<file path="src/sv/tsrp_pkg.sv">
// Shared constants, register indexes, area codes and the command/status
// structs of the tilemap scroll refill planner.
// No dependencies.
package tsrp_pkg;

	localparam int MAX_MAP_TILES_DEF = 1024;
	localparam int RING_SIZE         = 32;
	localparam int SPAN_COLS         = 30;
	localparam int SPAN_ROWS         = 20;
	localparam int OVERLAP_LIMIT     = SPAN_COLS * SPAN_ROWS / 4;
	localparam int TILE_SHIFT        = 3;

	localparam int PX_W       = 16;
	localparam int TILE_W     = PX_W - TILE_SHIFT;
	localparam int COORD_W    = TILE_W + 1;
	localparam int SIZE_CFG_W = 11;
	localparam int VIEW_W     = 10;
	localparam int WORLD_W    = 10;
	localparam int RING_W     = $clog2(RING_SIZE);
	localparam int LEN_W      = 5;
	localparam int PADDR_W    = 5;
	localparam int PDATA_W    = 32;

	localparam logic [2:0] REG_MAP_WIDTH   = 3'd0;
	localparam logic [2:0] REG_MAP_HEIGHT  = 3'd1;
	localparam logic [2:0] REG_WRAP_ENABLE = 3'd2;
	localparam logic [2:0] REG_VIEW_WIDTH  = 3'd3;
	localparam logic [2:0] REG_VIEW_HEIGHT = 3'd4;

	localparam logic [1:0] AREA_FULL = 2'd0;
	localparam logic [1:0] AREA_HORZ = 2'd1;
	localparam logic [1:0] AREA_VERT = 2'd2;

	typedef struct packed {
		logic       load;
		logic       clear_prev;
		logic       plan;
		logic       area_start;
		logic [1:0] area;
		logic       take_mod;
		logic       emit;
		logic       emit_none;
		logic       last;
	} tsrp_cmd_t;

	typedef struct packed {
		logic nochange;
		logic full;
		logic hor_strip;
		logic ver_strip;
		logic mods_done;
		logic rows_last;
		logic out_free;
	} tsrp_stat_t;

endpackage

</file>
<file path="src/sv/tilemap_scroll_refill_planner_core.sv">
// Tilemap scroll refill planner: APB register file, controller and datapath.
// A scroll word passes plan, decide, area setup and the modulo units before
// its first span, then gives one span per cycle while the output is not stalled.
// A reset word only clears the previous tile. Throughput is set by modulo
// waits and spans.
// Async reset clears config to defaults and previous tile to -1.
module tilemap_scroll_refill_planner_core import tsrp_pkg::*; #(
	parameter int MaxMapTiles = MAX_MAP_TILES_DEF
) (
	input  logic                   clk,
	input  logic                   arst_n,
	input  logic                   psel,
	input  logic                   penable,
	input  logic                   pwrite,
	input  logic [PADDR_W-1:0]     paddr,
	input  logic [PDATA_W-1:0]     pwdata,
	output logic [PDATA_W-1:0]     prdata,
	output logic                   pready,
	input  logic                   in_valid,
	output logic                   in_ready,
	input  logic                   operation,
	input  logic signed [PX_W-1:0] view_x_px,
	input  logic signed [PX_W-1:0] view_y_px,
	input  logic                   force_refill,
	output logic                   out_valid,
	input  logic                   out_ready,
	output logic [RING_W-1:0]      map_row,
	output logic [RING_W-1:0]      map_col_start,
	output logic [WORLD_W-1:0]     world_x_start,
	output logic [WORLD_W-1:0]     world_row,
	output logic [LEN_W-1:0]       span_length,
	output logic signed [PX_W-1:0] scroll_x,
	output logic signed [PX_W-1:0] scroll_y,
	output logic                   last
);

	logic [SIZE_CFG_W-1:0] map_width_q;
	logic [SIZE_CFG_W-1:0] map_height_q;
	logic                  wrap_q;
	logic [VIEW_W-1:0]     view_width_q;
	logic [VIEW_W-1:0]     view_height_q;
	logic [2:0]            reg_idx;
	logic                  wr_en;

	tsrp_cmd_t  cmd;
	tsrp_stat_t stat;

	assign pready  = 1'b1;
	assign reg_idx = paddr[PADDR_W-1:2];
	assign wr_en   = psel && penable && pwrite;

	always_ff @(posedge clk or negedge arst_n) begin
		if (!arst_n) begin
			map_width_q   <= SIZE_CFG_W'(64);
			map_height_q  <= SIZE_CFG_W'(64);
			wrap_q        <= 1'b0;
			view_width_q  <= VIEW_W'(240);
			view_height_q <= VIEW_W'(160);
		end else if (wr_en) begin
			case (reg_idx)
				REG_MAP_WIDTH:   map_width_q   <= pwdata[SIZE_CFG_W-1:0];
				REG_MAP_HEIGHT:  map_height_q  <= pwdata[SIZE_CFG_W-1:0];
				REG_WRAP_ENABLE: wrap_q        <= pwdata[0];
				REG_VIEW_WIDTH:  view_width_q  <= pwdata[VIEW_W-1:0];
				REG_VIEW_HEIGHT: view_height_q <= pwdata[VIEW_W-1:0];
				default: begin
				end
			endcase
		end
	end

	always_comb begin
		case (reg_idx)
			REG_MAP_WIDTH:   prdata = PDATA_W'(map_width_q);
			REG_MAP_HEIGHT:  prdata = PDATA_W'(map_height_q);
			REG_WRAP_ENABLE: prdata = PDATA_W'(wrap_q);
			REG_VIEW_WIDTH:  prdata = PDATA_W'(view_width_q);
			REG_VIEW_HEIGHT: prdata = PDATA_W'(view_height_q);
			default:         prdata = '0;
		endcase
	end

	tsrp_ctrl u_ctrl (
		.clk       (clk),
		.arst_n    (arst_n),
		.in_valid  (in_valid),
		.operation (operation),
		.in_ready  (in_ready),
		.cmd       (cmd),
		.stat      (stat)
	);

	tsrp_datapath #(.MaxMapTiles(MaxMapTiles)) u_datapath (
		.clk              (clk),
		.arst_n           (arst_n),
		.cmd              (cmd),
		.stat             (stat),
		.map_width_tiles  (map_width_q),
		.map_height_tiles (map_height_q),
		.wrap_enable      (wrap_q),
		.view_width_px    (view_width_q),
		.view_height_px   (view_height_q),
		.view_x_px        (view_x_px),
		.view_y_px        (view_y_px),
		.force_refill     (force_refill),
		.out_ready        (out_ready),
		.out_valid        (out_valid),
		.map_row          (map_row),
		.map_col_start    (map_col_start),
		.world_x_start    (world_x_start),
		.world_row        (world_row),
		.span_length      (span_length),
		.scroll_x         (scroll_x),
		.scroll_y         (scroll_y),
		.last             (last)
	);

endmodule

</file>
<file path="src/sv/tsrp_mod.sv">
// Iterative signed modulo unit: one quotient bit per cycle, then a sign fix,
// giving a result in [0, modulus). Depends on tsrp_pkg.
module tsrp_mod import tsrp_pkg::*; #(
	parameter int SizeW = 11
) (
	input  logic                      clk,
	input  logic                      arst_n,
	input  logic                      start,
	input  logic signed [COORD_W-1:0] value,
	input  logic [SizeW-1:0]          modulus,
	output logic                      done,
	output logic [SizeW-1:0]          result
);

	localparam int CntW = $clog2(COORD_W + 1);

	logic [COORD_W-1:0] mag_q;
	logic               neg_q;
	logic [SizeW-1:0]   r_q;
	logic [CntW-1:0]    cnt_q;
	logic               busy_q;
	logic               done_q;

	logic [SizeW:0]     sh;
	logic [SizeW:0]     sub;
	logic [SizeW-1:0]   fix;
	logic               last_step;

	always_comb begin
		sh        = {r_q, mag_q[COORD_W-1]};
		sub       = sh - {1'b0, modulus};
		fix       = modulus - r_q;
		last_step = (cnt_q == CntW'(COORD_W));
	end

	always_ff @(posedge clk or negedge arst_n) begin
		if (!arst_n) begin
			busy_q <= 1'b0;
			done_q <= 1'b0;
			cnt_q  <= '0;
		end else if (start) begin
			busy_q <= 1'b1;
			done_q <= 1'b0;
			cnt_q  <= '0;
		end else if (busy_q) begin
			if (last_step) begin
				busy_q <= 1'b0;
				done_q <= 1'b1;
			end else begin
				cnt_q <= cnt_q + 1'b1;
			end
		end
	end

	always_ff @(posedge clk) begin
		if (start) begin
			mag_q <= value[COORD_W-1] ? COORD_W'(-value) : COORD_W'(value);
			neg_q <= value[COORD_W-1];
			r_q   <= '0;
		end else if (busy_q) begin
			if (!last_step) begin
				r_q   <= (sh >= {1'b0, modulus}) ? SizeW'(sub) : SizeW'(sh);
				mag_q <= mag_q << 1;
			end else if (neg_q && r_q != '0) begin
				r_q <= fix;
			end
		end
	end

	assign done   = done_q;
	assign result = r_q;

endmodule

</file>
<file path="src/sv/tsrp_datapath.sv">
// Datapath: clamp and tile registers, previous tile, move decision, area
// span counters, two modulo units and the output word register.
// Depends on tsrp_pkg and tsrp_mod.
module tsrp_datapath import tsrp_pkg::*; #(
	parameter int MaxMapTiles = MAX_MAP_TILES_DEF
) (
	input  logic                    clk,
	input  logic                    arst_n,
	input  tsrp_cmd_t               cmd,
	output tsrp_stat_t              stat,
	input  logic [SIZE_CFG_W-1:0]   map_width_tiles,
	input  logic [SIZE_CFG_W-1:0]   map_height_tiles,
	input  logic                    wrap_enable,
	input  logic [VIEW_W-1:0]       view_width_px,
	input  logic [VIEW_W-1:0]       view_height_px,
	input  logic signed [PX_W-1:0]  view_x_px,
	input  logic signed [PX_W-1:0]  view_y_px,
	input  logic                    force_refill,
	input  logic                    out_ready,
	output logic                    out_valid,
	output logic [RING_W-1:0]       map_row,
	output logic [RING_W-1:0]       map_col_start,
	output logic [WORLD_W-1:0]      world_x_start,
	output logic [WORLD_W-1:0]      world_row,
	output logic [LEN_W-1:0]        span_length,
	output logic signed [PX_W-1:0]  scroll_x,
	output logic signed [PX_W-1:0]  scroll_y,
	output logic                    last
);

	localparam int SizeW = $clog2(MaxMapTiles + 1);
	localparam int ExtW  = (SizeW > SIZE_CFG_W) ? SizeW : SIZE_CFG_W;
	localparam int ClW   = (SizeW + 4 > PX_W + 1) ? SizeW + 4 : PX_W + 1;

	function automatic logic [SizeW-1:0] eff_size(input logic [SIZE_CFG_W-1:0] v);
		logic [ExtW-1:0] e;
		e = ExtW'(v);
		if (v == '0)
			return SizeW'(1);
		if (e > ExtW'(MaxMapTiles))
			return SizeW'(MaxMapTiles);
		return SizeW'(e);
	endfunction

	function automatic logic signed [PX_W-1:0] clamp_px(
		input logic signed [PX_W-1:0] p,
		input logic [SizeW-1:0]       sz,
		input logic [VIEW_W-1:0]      vw
	);
		logic signed [ClW-1:0] lim;
		logic signed [ClW-1:0] v;
		lim = $signed(ClW'({sz, {TILE_SHIFT{1'b0}}})) - $signed(ClW'(vw));
		v   = ClW'(p);
		if (v < 0)
			v = '0;
		if (v > lim)
			v = lim;
		return PX_W'(v);
	endfunction

	logic [SizeW-1:0]         w_eff;
	logic [SizeW-1:0]         h_eff;
	logic signed [PX_W-1:0]   xc;
	logic signed [PX_W-1:0]   yc;

	logic signed [PX_W-1:0]   sx_q;
	logic signed [PX_W-1:0]   sy_q;
	logic signed [TILE_W-1:0] tx_q;
	logic signed [TILE_W-1:0] ty_q;
	logic                     force_q;
	logic signed [TILE_W-1:0] prev_x_q;
	logic signed [TILE_W-1:0] prev_y_q;

	logic signed [COORD_W-1:0] dx;
	logic signed [COORD_W-1:0] dy;
	logic [COORD_W-1:0]        ax;
	logic [COORD_W-1:0]        ay;
	logic [2*LEN_W-1:0]        prod;
	logic                      big_move;
	logic                      full_move;

	logic                     nochange_q;
	logic                     full_q;
	logic                     hor_q;
	logic                     ver_q;
	logic                     hpos_q;
	logic                     vpos_q;
	logic [LEN_W-1:0]         ax_q;
	logic [LEN_W-1:0]         ay_q;

	logic signed [COORD_W-1:0] x0;
	logic signed [COORD_W-1:0] y0;
	logic [LEN_W-1:0]          rows0;
	logic [LEN_W-1:0]          len0;

	logic [RING_W-1:0]        col_q;
	logic [RING_W-1:0]        row_q;
	logic [LEN_W-1:0]         rows_left_q;
	logic [LEN_W-1:0]         len_q;
	logic [SizeW-1:0]         wx_q;
	logic [SizeW-1:0]         wy_q;
	logic [SizeW:0]           wy_inc;

	logic                     done_x;
	logic                     done_y;
	logic [SizeW-1:0]         mod_x;
	logic [SizeW-1:0]         mod_y;

	logic                     out_valid_q;
	logic [RING_W-1:0]        map_row_q;
	logic [RING_W-1:0]        map_col_q;
	logic [WORLD_W-1:0]       world_x_q;
	logic [WORLD_W-1:0]       world_row_q;
	logic [LEN_W-1:0]         span_len_q;
	logic signed [PX_W-1:0]   scroll_x_q;
	logic signed [PX_W-1:0]   scroll_y_q;
	logic                     last_q;
	logic                     out_free;

	always_comb begin
		w_eff = eff_size(map_width_tiles);
		h_eff = eff_size(map_height_tiles);
		xc    = wrap_enable ? view_x_px : clamp_px(view_x_px, w_eff, view_width_px);
		yc    = wrap_enable ? view_y_px : clamp_px(view_y_px, h_eff, view_height_px);
	end

	// move decision
	always_comb begin
		dx        = COORD_W'(tx_q) - COORD_W'(prev_x_q);
		dy        = COORD_W'(ty_q) - COORD_W'(prev_y_q);
		ax        = dx[COORD_W-1] ? COORD_W'(-dx) : COORD_W'(dx);
		ay        = dy[COORD_W-1] ? COORD_W'(-dy) : COORD_W'(dy);
		prod      = ax[LEN_W-1:0] * ay[LEN_W-1:0];
		big_move  = (ax > COORD_W'(SPAN_COLS)) || (ay > COORD_W'(SPAN_ROWS));
		full_move = force_q || big_move || (prod > (2*LEN_W)'(OVERLAP_LIMIT));
	end

	// area setup
	always_comb begin
		x0    = COORD_W'(tx_q);
		y0    = COORD_W'(ty_q);
		rows0 = LEN_W'(SPAN_ROWS + 1);
		len0  = LEN_W'(SPAN_COLS + 1);
		case (cmd.area)
			AREA_HORZ: begin
				if (hpos_q)
					x0 = COORD_W'(tx_q) + COORD_W'(SPAN_COLS + 1) - COORD_W'(ax_q);
				len0 = ax_q;
			end
			AREA_VERT: begin
				if (vpos_q)
					y0 = COORD_W'(ty_q) + COORD_W'(SPAN_ROWS + 1) - COORD_W'(ay_q);
				rows0 = ay_q;
			end
			default: begin
			end
		endcase
	end

	tsrp_mod #(.SizeW(SizeW)) u_mod_x (
		.clk     (clk),
		.arst_n  (arst_n),
		.start   (cmd.area_start),
		.value   (x0),
		.modulus (w_eff),
		.done    (done_x),
		.result  (mod_x)
	);

	tsrp_mod #(.SizeW(SizeW)) u_mod_y (
		.clk     (clk),
		.arst_n  (arst_n),
		.start   (cmd.area_start),
		.value   (y0),
		.modulus (h_eff),
		.done    (done_y),
		.result  (mod_y)
	);

	assign wy_inc   = {1'b0, wy_q} + 1'b1;
	assign out_free = !out_valid_q || out_ready;

	always_ff @(posedge clk or negedge arst_n) begin
		if (!arst_n) begin
			prev_x_q    <= '1;
			prev_y_q    <= '1;
			out_valid_q <= 1'b0;
		end else begin
			if (cmd.clear_prev) begin
				prev_x_q <= '1;
				prev_y_q <= '1;
			end else if (cmd.plan) begin
				prev_x_q <= tx_q;
				prev_y_q <= ty_q;
			end
			if (cmd.emit || cmd.emit_none)
				out_valid_q <= 1'b1;
			else if (out_ready)
				out_valid_q <= 1'b0;
		end
	end

	always_ff @(posedge clk) begin
		if (cmd.load) begin
			sx_q    <= xc;
			sy_q    <= yc;
			tx_q    <= xc[PX_W-1:TILE_SHIFT];
			ty_q    <= yc[PX_W-1:TILE_SHIFT];
			force_q <= force_refill;
		end
		if (cmd.plan) begin
			nochange_q <= (dx == '0) && (dy == '0) && !force_q;
			full_q     <= full_move;
			hor_q      <= (dx != '0);
			ver_q      <= (dy != '0);
			hpos_q     <= !dx[COORD_W-1];
			vpos_q     <= !dy[COORD_W-1];
			ax_q       <= ax[LEN_W-1:0];
			ay_q       <= ay[LEN_W-1:0];
		end
		if (cmd.area_start) begin
			col_q       <= x0[RING_W-1:0];
			row_q       <= y0[RING_W-1:0];
			rows_left_q <= rows0;
			len_q       <= len0;
		end
		if (cmd.take_mod) begin
			wx_q <= mod_x;
			wy_q <= mod_y;
		end
		if (cmd.emit) begin
			row_q       <= row_q + 1'b1;
			rows_left_q <= rows_left_q - 1'b1;
			wy_q        <= (wy_inc == {1'b0, h_eff}) ? '0 : SizeW'(wy_inc);
			map_row_q   <= row_q;
			map_col_q   <= col_q;
			world_x_q   <= WORLD_W'(wx_q);
			world_row_q <= WORLD_W'(wy_q);
			span_len_q  <= len_q;
			scroll_x_q  <= sx_q;
			scroll_y_q  <= sy_q;
			last_q      <= cmd.last;
		end else if (cmd.emit_none) begin
			map_row_q   <= '0;
			map_col_q   <= '0;
			world_x_q   <= '0;
			world_row_q <= '0;
			span_len_q  <= '0;
			scroll_x_q  <= sx_q;
			scroll_y_q  <= sy_q;
			last_q      <= 1'b1;
		end
	end

	always_comb begin
		stat.nochange  = nochange_q;
		stat.full      = full_q;
		stat.hor_strip = hor_q;
		stat.ver_strip = ver_q;
		stat.mods_done = done_x && done_y;
		stat.rows_last = (rows_left_q == LEN_W'(1));
		stat.out_free  = out_free;
	end

	assign out_valid     = out_valid_q;
	assign map_row       = map_row_q;
	assign map_col_start = map_col_q;
	assign world_x_start = world_x_q;
	assign world_row     = world_row_q;
	assign span_length   = span_len_q;
	assign scroll_x      = scroll_x_q;
	assign scroll_y      = scroll_y_q;
	assign last          = last_q;

	a_emit_has_rows: assert property (@(posedge clk) disable iff (!arst_n)
		cmd.emit |-> rows_left_q != '0)
		else $error("span emitted with no rows left");

	a_mod_ready: assert property (@(posedge clk) disable iff (!arst_n)
		cmd.take_mod |-> (done_x && done_y))
		else $error("modulo result taken before both units finished");

	a_no_overwrite: assert property (@(posedge clk) disable iff (!arst_n)
		(cmd.emit || cmd.emit_none) |-> (!out_valid_q || out_ready))
		else $error("output word overwritten while still pending");

endmodule

</file>
<file path="src/sv/tsrp_ctrl.sv">
// Controller: sequences load, plan, decide, area setup, modulo wait, span
// emission and the no-change word. Depends on tsrp_pkg.
module tsrp_ctrl import tsrp_pkg::*; (
	input  logic       clk,
	input  logic       arst_n,
	input  logic       in_valid,
	input  logic       operation,
	output logic       in_ready,
	output tsrp_cmd_t  cmd,
	input  tsrp_stat_t stat
);

	localparam logic [2:0] S_IDLE   = 3'd0;
	localparam logic [2:0] S_PLAN   = 3'd1;
	localparam logic [2:0] S_DECIDE = 3'd2;
	localparam logic [2:0] S_AREA   = 3'd3;
	localparam logic [2:0] S_MOD    = 3'd4;
	localparam logic [2:0] S_EMIT   = 3'd5;
	localparam logic [2:0] S_NONE   = 3'd6;

	logic [2:0] state_q;
	logic [2:0] state_d;
	logic [1:0] area_q;
	logic [1:0] area_d;
	logic       final_area;

	always_comb begin
		cmd        = '0;
		cmd.area   = area_q;
		state_d    = state_q;
		area_d     = area_q;
		in_ready   = (state_q == S_IDLE);
		final_area = (area_q != AREA_HORZ) || !stat.ver_strip;
		case (state_q)
			S_IDLE: begin
				if (in_valid) begin
					if (operation) begin
						cmd.load = 1'b1;
						state_d  = S_PLAN;
					end else begin
						cmd.clear_prev = 1'b1;
					end
				end
			end
			S_PLAN: begin
				cmd.plan = 1'b1;
				state_d  = S_DECIDE;
			end
			S_DECIDE: begin
				if (stat.nochange) begin
					state_d = S_NONE;
				end else begin
					state_d = S_AREA;
					if (stat.full)
						area_d = AREA_FULL;
					else if (stat.hor_strip)
						area_d = AREA_HORZ;
					else
						area_d = AREA_VERT;
				end
			end
			S_AREA: begin
				cmd.area_start = 1'b1;
				state_d        = S_MOD;
			end
			S_MOD: begin
				if (stat.mods_done) begin
					cmd.take_mod = 1'b1;
					state_d      = S_EMIT;
				end
			end
			S_EMIT: begin
				if (stat.out_free) begin
					cmd.emit = 1'b1;
					cmd.last = final_area && stat.rows_last;
					if (stat.rows_last) begin
						if (final_area) begin
							state_d = S_IDLE;
						end else begin
							area_d  = AREA_VERT;
							state_d = S_AREA;
						end
					end
				end
			end
			S_NONE: begin
				if (stat.out_free) begin
					cmd.emit_none = 1'b1;
					state_d       = S_IDLE;
				end
			end
			default: begin
				state_d = S_IDLE;
			end
		endcase
	end

	always_ff @(posedge clk or negedge arst_n) begin
		if (!arst_n) begin
			state_q <= S_IDLE;
			area_q  <= AREA_FULL;
		end else begin
			state_q <= state_d;
			area_q  <= area_d;
		end
	end

	a_scroll_starts_plan: assert property (@(posedge clk) disable iff (!arst_n)
		(in_valid && in_ready && operation) |=> state_q == S_PLAN)
		else $error("scroll word accepted without entering plan");

endmodule
</file>
<file path="config.mk">
export PLATFORM = sky130hd
export DESIGN_NAME = tilemap_scroll_refill_planner_core
export DESIGN_NICKNAME = d
export VERILOG_FILES = /design/src/sv/tsrp_pkg.sv /design/src/sv/tilemap_scroll_refill_planner_core.sv /design/src/sv/tsrp_mod.sv /design/src/sv/tsrp_datapath.sv /design/src/sv/tsrp_ctrl.sv
export SDC_FILE = /design/constraint.sdc
export NUM_CORES = 1
export LEC_CHECK = 0
export BUFFER_PORTS_ARGS = -buffer_cell sky130_fd_sc_hd__clkbuf_2
export CAP_MARGIN = 20
export CORE_MARGIN = 10
export CORE_UTILIZATION = 55
export CTS_CLUSTER_SIZE = 40
export DETAILED_ROUTE_END_ITERATION = 6
export PLACE_DENSITY = 0.74
export SLEW_MARGIN = 30
export SYNTH_ARGS = -nofsm -noshare
export SYNTH_HDL_FRONTEND = slang
export SYNTH_HIERARCHICAL = 1
export SYNTH_SLANG_ARGS = --single-unit
</file>
<file path="constraint.sdc">
create_clock -name clk -period 7 [get_ports clk]
set_input_delay 1.4 -clock clk [delete_from_list [all_inputs] [get_ports clk]]
set_output_delay 1.4 -clock clk [all_outputs]
set_load 0.02 [all_outputs]
</file>
# Word level (Yosys, flattened, before mapping)
# Index checks and enable logic that the tools add are counted.
totals:
  rom_bits: 0
  ram_bits: 0
  regBits: 323
  latchBits: 0
  memories: 0
  out_inout_bits: 103
classes:
  magnitude_cmp: 11
  n_addsub: 21
  bitwise: 0
  shifts: 0
  n_mul: 1
  n_reduce_logical: 52
  div: 0
  n_eq_ne: 29
  mux: 115
op_table:
  columns: ["operator", "count"]
  rows:
  - ["two-way mux 14 bit", 14]
  - ["two-way mux 11 bit", 17]
  - ["two-way mux 16 bit", 8]
  - ["negation 14 bit", 4]
  - ["one-hot mux 11 bit (5 select lines)", 1]
  - ["two-way mux 13 bit", 4]
  - ["two-way mux 5 bit", 9]
  - ["subtractor 11 bit", 4]
  - ["greater-than comparator 17 x 15 -> 1 bit", 2]
  - ["two-way mux 17 bit", 2]
  - ["two-way mux 1 bit", 33]
  - ["< comparator 16 x 1 -> 1 bit (second input constant)", 2]
  - ["two-way mux 10 bit", 3]
  - ["subtractor 14 x 10 -> 15 bit", 2]
  - ["adder 13 x 6 -> 14 bit (second input constant)", 2]
  - ["greater-than comparator 14 x 5 -> 1 bit (second input constant)", 2]
  - ["logical NOT 14 bit", 2]
  - ["nonzero test 14 bit", 2]
  - ["subtractor 13 x 13 -> 14 bit", 2]
  - ["subtractor 14 x 5 -> 14 bit", 2]
  - [">= comparator 12 x 11 -> 1 bit", 2]
  - ["two-way mux 4 bit", 6]
  - ["greater-than comparator 11 bit (second input constant)", 2]
  - ["logical NOT 11 bit", 2]
  - ["other kinds (29)", 100]

# Logic depth before layout (Yosys ltp)
logic_depth:
  word_depth: 9
  depth_mapped: 26

# By module
# Netlist, hierarchy kept.
by_module_without_submodules:
  columns: ["mod", "n_inst", "cells_per_inst", "seq_area_each_um2", "area_per_inst_um2"]
  rows:
  - ["tsrp_datapath", 1, 1394, 5452.7, 13479.2]
  - ["tsrp_mod at u_datapath.u_mod_x", 1, 357, 820.8, 2932.8]
  - ["tsrp_mod at u_datapath.u_mod_y", 1, 341, 820.8, 2859.0]
  - ["tilemap_scroll_refill_planner_core", 1, 164, 1086.0, 2283.4]
  - ["tsrp_ctrl", 1, 55, 125.1, 486.7]

# Worst setup path after synthesis
# OpenSTA, ideal clock, no wires.
synth_path:
  kind: "flip-flop to flip-flop"
  startpoint: "register u_datapath.prev_y_q[2]"
  endpoint: "register u_datapath.full_q, data pin"
  path_stages_with_launch: 22
  t_arrival_ns: 5.983
  required_time_ns: 6.728
  path_slack_ns: 0.746
  setup_time_ns: 0.272
  path_buffers: 0
  cell_sequence: "dfstp_2 inv_1 ha_1 o21a_1 o211ai_1 a31oi_1 a31oi_1 o21a_1 xor2_1 nand2_1 fa_1 fa_1 fa_1 inv_1 ha_1 a21o_1 a2111oi_0 o21ai_0 a211oi_1 o2111a_1 o2111ai_1 or4_1"
synth_between:
  elab_chain_cells: 7
  word_cells_on_any_way: 9
  classes_between: "2 x add/sub; 1 x mul; 2 x order compare; 1 x mux; 3 x reduce/logical"
synth_rtl:
  columns: ["element", "line", "rtl"]
  rows:
  - ["start: declaration", "tsrp_datapath.sv:72", "logic signed [TILE_W-1:0] prev_y_q;"]
  - ["start signal: assignment", "tsrp_datapath.sv:194", "prev_y_q <= ty_q;"]
  - ["subtractor 13 x 13 -> 14 bit (*)", "tsrp_datapath.sv:130", "dy = COORD_W'(ty_q) - COORD_W'(prev_y_q);"]
  - ["negation 14 bit", "tsrp_datapath.sv:132", "ay = dy[COORD_W-1] ? COORD_W'(-dy) : COORD_W'(dy);"]
  - ["two-way mux 14 bit (*)", "tsrp_datapath.sv:132", null]
  - ["net u_datapath.ay[4]", "tsrp_datapath.sv:77", "logic [COORD_W-1:0] ay;"]
  - ["parallel branches: the longest is 3 deep, another holds multiplier 5 x 5 -> 10 bit", null, null]
  - ["logical OR 1 bit (*)", "tsrp_datapath.sv:135", "full_move = force_q || big_move || (prod > (2*LEN_W)'(OVERLAP_LIMIT));"]
  - ["net u_datapath.full_move", "tsrp_datapath.sv:80", "logic full_move;"]
  - ["end signal: assignment", "tsrp_datapath.sv:213", "full_q <= full_move;"]
  - ["end: declaration", "tsrp_datapath.sv:83", "logic full_q;"]
# Mark *: on every way through the listed nets, which the timed path passes.
# A chain may end at the register's enable or synchronous reset.

# Worst setup path in the final report
layout_path:
  startpoint: "register u_datapath.prev_x_q[5]"
  endpoint: "register u_datapath.full_q, data pin"
layout_between:
  word_cells_on_any_way: 9
  classes_between: "2 x add/sub; 1 x mul; 2 x order compare; 1 x mux; 3 x reduce/logical"
layout_lines:
  columns: ["element", "line", "rtl"]
  rows:
  - ["start: declaration", "tsrp_datapath.sv:71", "logic signed [TILE_W-1:0] prev_x_q;"]
  - ["start signal: assignment", "tsrp_datapath.sv:193", "prev_x_q <= tx_q;"]
  - ["subtractor 13 x 13 -> 14 bit (*)", "tsrp_datapath.sv:129", "dx = COORD_W'(tx_q) - COORD_W'(prev_x_q);"]
  - ["two-way mux 14 bit (*)", "tsrp_datapath.sv:131", "ax = dx[COORD_W-1] ? COORD_W'(-dx) : COORD_W'(dx);"]
  - ["net u_datapath.ax[1]", "tsrp_datapath.sv:76", "logic [COORD_W-1:0] ax;"]
  - ["parallel branches: the longest is 3 deep, another holds multiplier 5 x 5 -> 10 bit", null, null]
  - ["logical OR 1 bit (*)", "tsrp_datapath.sv:135", null]
  - ["net u_datapath.full_move", "tsrp_datapath.sv:80", null]
# Marks and branches as above.

==> impl_metrics.py <==
metrics = {
    "run_status": {
        "status": "finished clean",
    },
    "sta": {
        "timing.fmax_ghz": 0.153,
        "fin_ws_ns": 0.454,
        "finalSetupViolCount": 0,
        "rsz0062_at_grt": "no",
        "worstMarginPinSlew_ns": 0.975,
        "finalSetupTns_ns": 0,
        "slew_headroom_pct": 34.9,
        "fin_crit_sh_pct": 93.5,
        "timing.hold.ws_ns": 0.470,
        "clock_skew_ns": 0.0229,
        "finalCriticalPeriod_ns": 6.55,
        "slew_violations": 0,
        "final_hold_viol_count": 0,
    },
    "place": {
        "pre_cts_ws_ns": 0.318,
        "port-buffer-count": 135,
        "dp_hpwl_mm": 44.3,
        "finalWeightedCongestion": 0.919,
        "place_inst": 2907,
    },
    "synth": {
        "synth-compound-area-share_pct": 17.4,
        "synth_cell_types": 113,
        "synth-seq-cells": 297,
        "yosys_warnings": 6,
        "synth_top_area_share_pct": 25.6,
        "yosys.area.top_type": "edfxtp_1",
        "synthAdderAreaFrac_pct": 11.8,
        "synth-edff-count": 188,
        "synthSimpleGateAreaFrac_pct": 17.1,
        "synth.area.mux_share_pct": 4.19,
        "synthFlopType": "edfxtp_1",
        "synth_cells": 2311,
        "synth_area_leaders": "edfxtp_1, ha_1, dfrtp_1",
        "postSynthAreaPerCell_um2": 9.54,
        "ys_async_sr_fraction_pct": 29.3,
        "synth_xor_area_share_pct": 5.17,
        "ys_seq_area_share_pct": 37.7,
        "netlist_area_um2": 22000,
        "synth_top_family_by_area": "compound AO/OA/AOI/OAI gates",
    },
    "routing": {
        "firstDrtPassIters": 5,
        "antenna_left": 0,
        "viasPerCell": 6.04,
        "wl_mm": 58.7,
        "drt_iter0_markers": 1570,
        "vias": 17900,
        "route.detailed.wl_per_inst_um": 19.8,
        "drc_errors": 0,
    },
    "grt": {
        "grt_pass1_wl_mm": 91.6,
        "first_global_vias": 17100,
        "grt_start_max_net_pins": 68,
        "grt_overflow": 0,
        "grt_antenna_before_repair": 0,
        "grt_usage_pct": 23.6,
    },
    "clocking": {
        "cts_made_buffers": 36,
        "clockBufferDepth": 3,
        "cts_tree": "yes",
        "clock_latency_ns": 0.54,
        "path_clk_slew_ns": 0.06,
        "cts.htree.levels": 2,
        "clock_tree.root_cell": "clkbuf_16",
        "clock_sinks": 297,
    },
    "worst_setup_path": {
        "crit_type": "flop to flop",
        "cp.required_ns": 7.28,
        "critPathLaunchType": "flop",
        "arrival_ns": 6.83,
        "crit_path_end_kind": "flop",
        "path_max_fanout": 10,
    },
    "floorplan": {
        "fp.dieW_um": 220,
        "die_h_um": 220,
        "dieArea_um2": 48500,
        "core-area_um2": 39600,
        "start_util_pct": 55.6,
        "pin_count": 181,
        "num_rows": 73,
    },
    "finish": {
        "mostFrequentLayoutCells": "inv_1, edfxtp_1, ha_1, nand2_1, nor2_1",
        "seqCellArea_um2": 8310,
        "final_common_cell": "inv_1",
        "drive_gt1_share_pct": 13.9,
        "antenna_cells": 0,
        "multi_input_area_um2": 12400,
        "fillers": 3368,
        "instances_no_fill": 2972,
        "syn2layout_area_growth_pct": 9.82,
        "nets": 2697,
    },
    "min_path": {
        "hold_path.class": "flop to flop",
    },
    "job": {
        "maxCapViolCount": 0,
    },
}
-- logic make-up (layout without fill, tap and decap cells) --
logic type,after synthesis,in the layout
compound gates,559,559
xor+xnor,130,130
fa+ha+maj,198,198
buf+inv,340,456
flops,297,297
mux,78,78
other cells,2,22
simple gates,707,707
-- layer usage --
metal	GRT usage, %	routed length [um]	part of all wire, %	vias to the layer above
li1	-	-	-	8531
met1	30.7	25000	43	8703
met2	38.9	27900	47	598
met3	3.89	3780	6.4	115
met4	8.67	2040	3.5	0
met5	0	0	0	-
-- layout make-up --
| class | count | area share [%] |
|---|---|---|
| Timing Repair Buffer | 159 | 3.67 |
| Inverter | 233 | 3.61 |
| Clock inverter | 14 | 0.346 |
| Sequential cell | 297 | 34.3 |
| Tap cell | 525 | 2.71 |
| Multi-Input combinational cell | 1694 | 51.2 |
| Clock buffer | 50 | 4.16 |
-- stage by stage --
step	instance area (um2)	utilization, %
after floorplan	22100	-
after global placement	23000	58.1
after detailed placement	23100	58.2
after CTS	24200	61.0
after global routing	24200	61.1
final	24200	61.1
-- cell usage after synthesis, types with 56 or more instances --
master      n
a21oi_1   112
xnor2_1    71
inv_1     231
edfxtp_1  188
xor2_1     59
ha_1      181
nor2_1    149
clkbuf_1   59
nand3_1    56
o21ai_0   110
nor2b_1    65
nand2_1   152
-- path summary, 6_finish.rpt --
check | slack (ns) | start | depth (start not counted) | end
max | 0.45 | u_datapath/prev_x_q[5] | 21 | u_datapath/full_q
min | 0.47 | u_datapath/sy_q[1] | 0 | u_datapath/scroll_y[1]
max reg2reg | 0.45 | u_datapath/prev_x_q[5] | 21 | u_datapath/full_q
min reg2reg | 0.47 | u_datapath/sy_q[1] | 0 | u_datapath/scroll_y[1]
max in group asynchronous | 5.31 | arst_n | 2 | view_height_q[0]
min in group asynchronous | 0.77 | arst_n | 1 | u_datapath/out_valid
-- worst max-delay path: stages (launching register included) --
cell       delay (ns)
dfstp_2          0.52
inv_1            0.05
ha_1             0.39
or4_1            0.54
o21ai_1          0.10
a21oi_1          0.08
a31o_2           0.33
mux2i_2          0.34
inv_1            0.13
nand2_1          0.12
fa_1             0.46
fa_1             0.52
fa_1             0.55
inv_1            0.04
ha_1             0.33
a21o_1           0.20
a2111oi_2        0.34
o21ai_0          0.15
a211oi_1         0.26
o2111a_1         0.23
o2111ai_1        0.08
or4_1            0.52
-- sequential cells by signal, indices dropped and copies added (netlist names), 13 cells and up --
signal,count
u_datapath/scroll_x,16
u_datapath/sx_q,16
u_datapath/u_mod_y/mag_q,14
u_datapath/prev_y_q,13
u_datapath/prev_x_q,13
u_datapath/sy_q,16
u_datapath/u_mod_x/mag_q,14
u_datapath/scroll_y,16
-- repair_timing --
item,in CTS,in global routing
setup endpoints to repair,0,1
buffers inserted,0,1
hold buffers,0,0
hold endpoints to repair,0,0
resized for setup,0,7
Power is not shown: default switching activity piles up to over one toggle a cycle in this logic, so the estimate is an artifact.
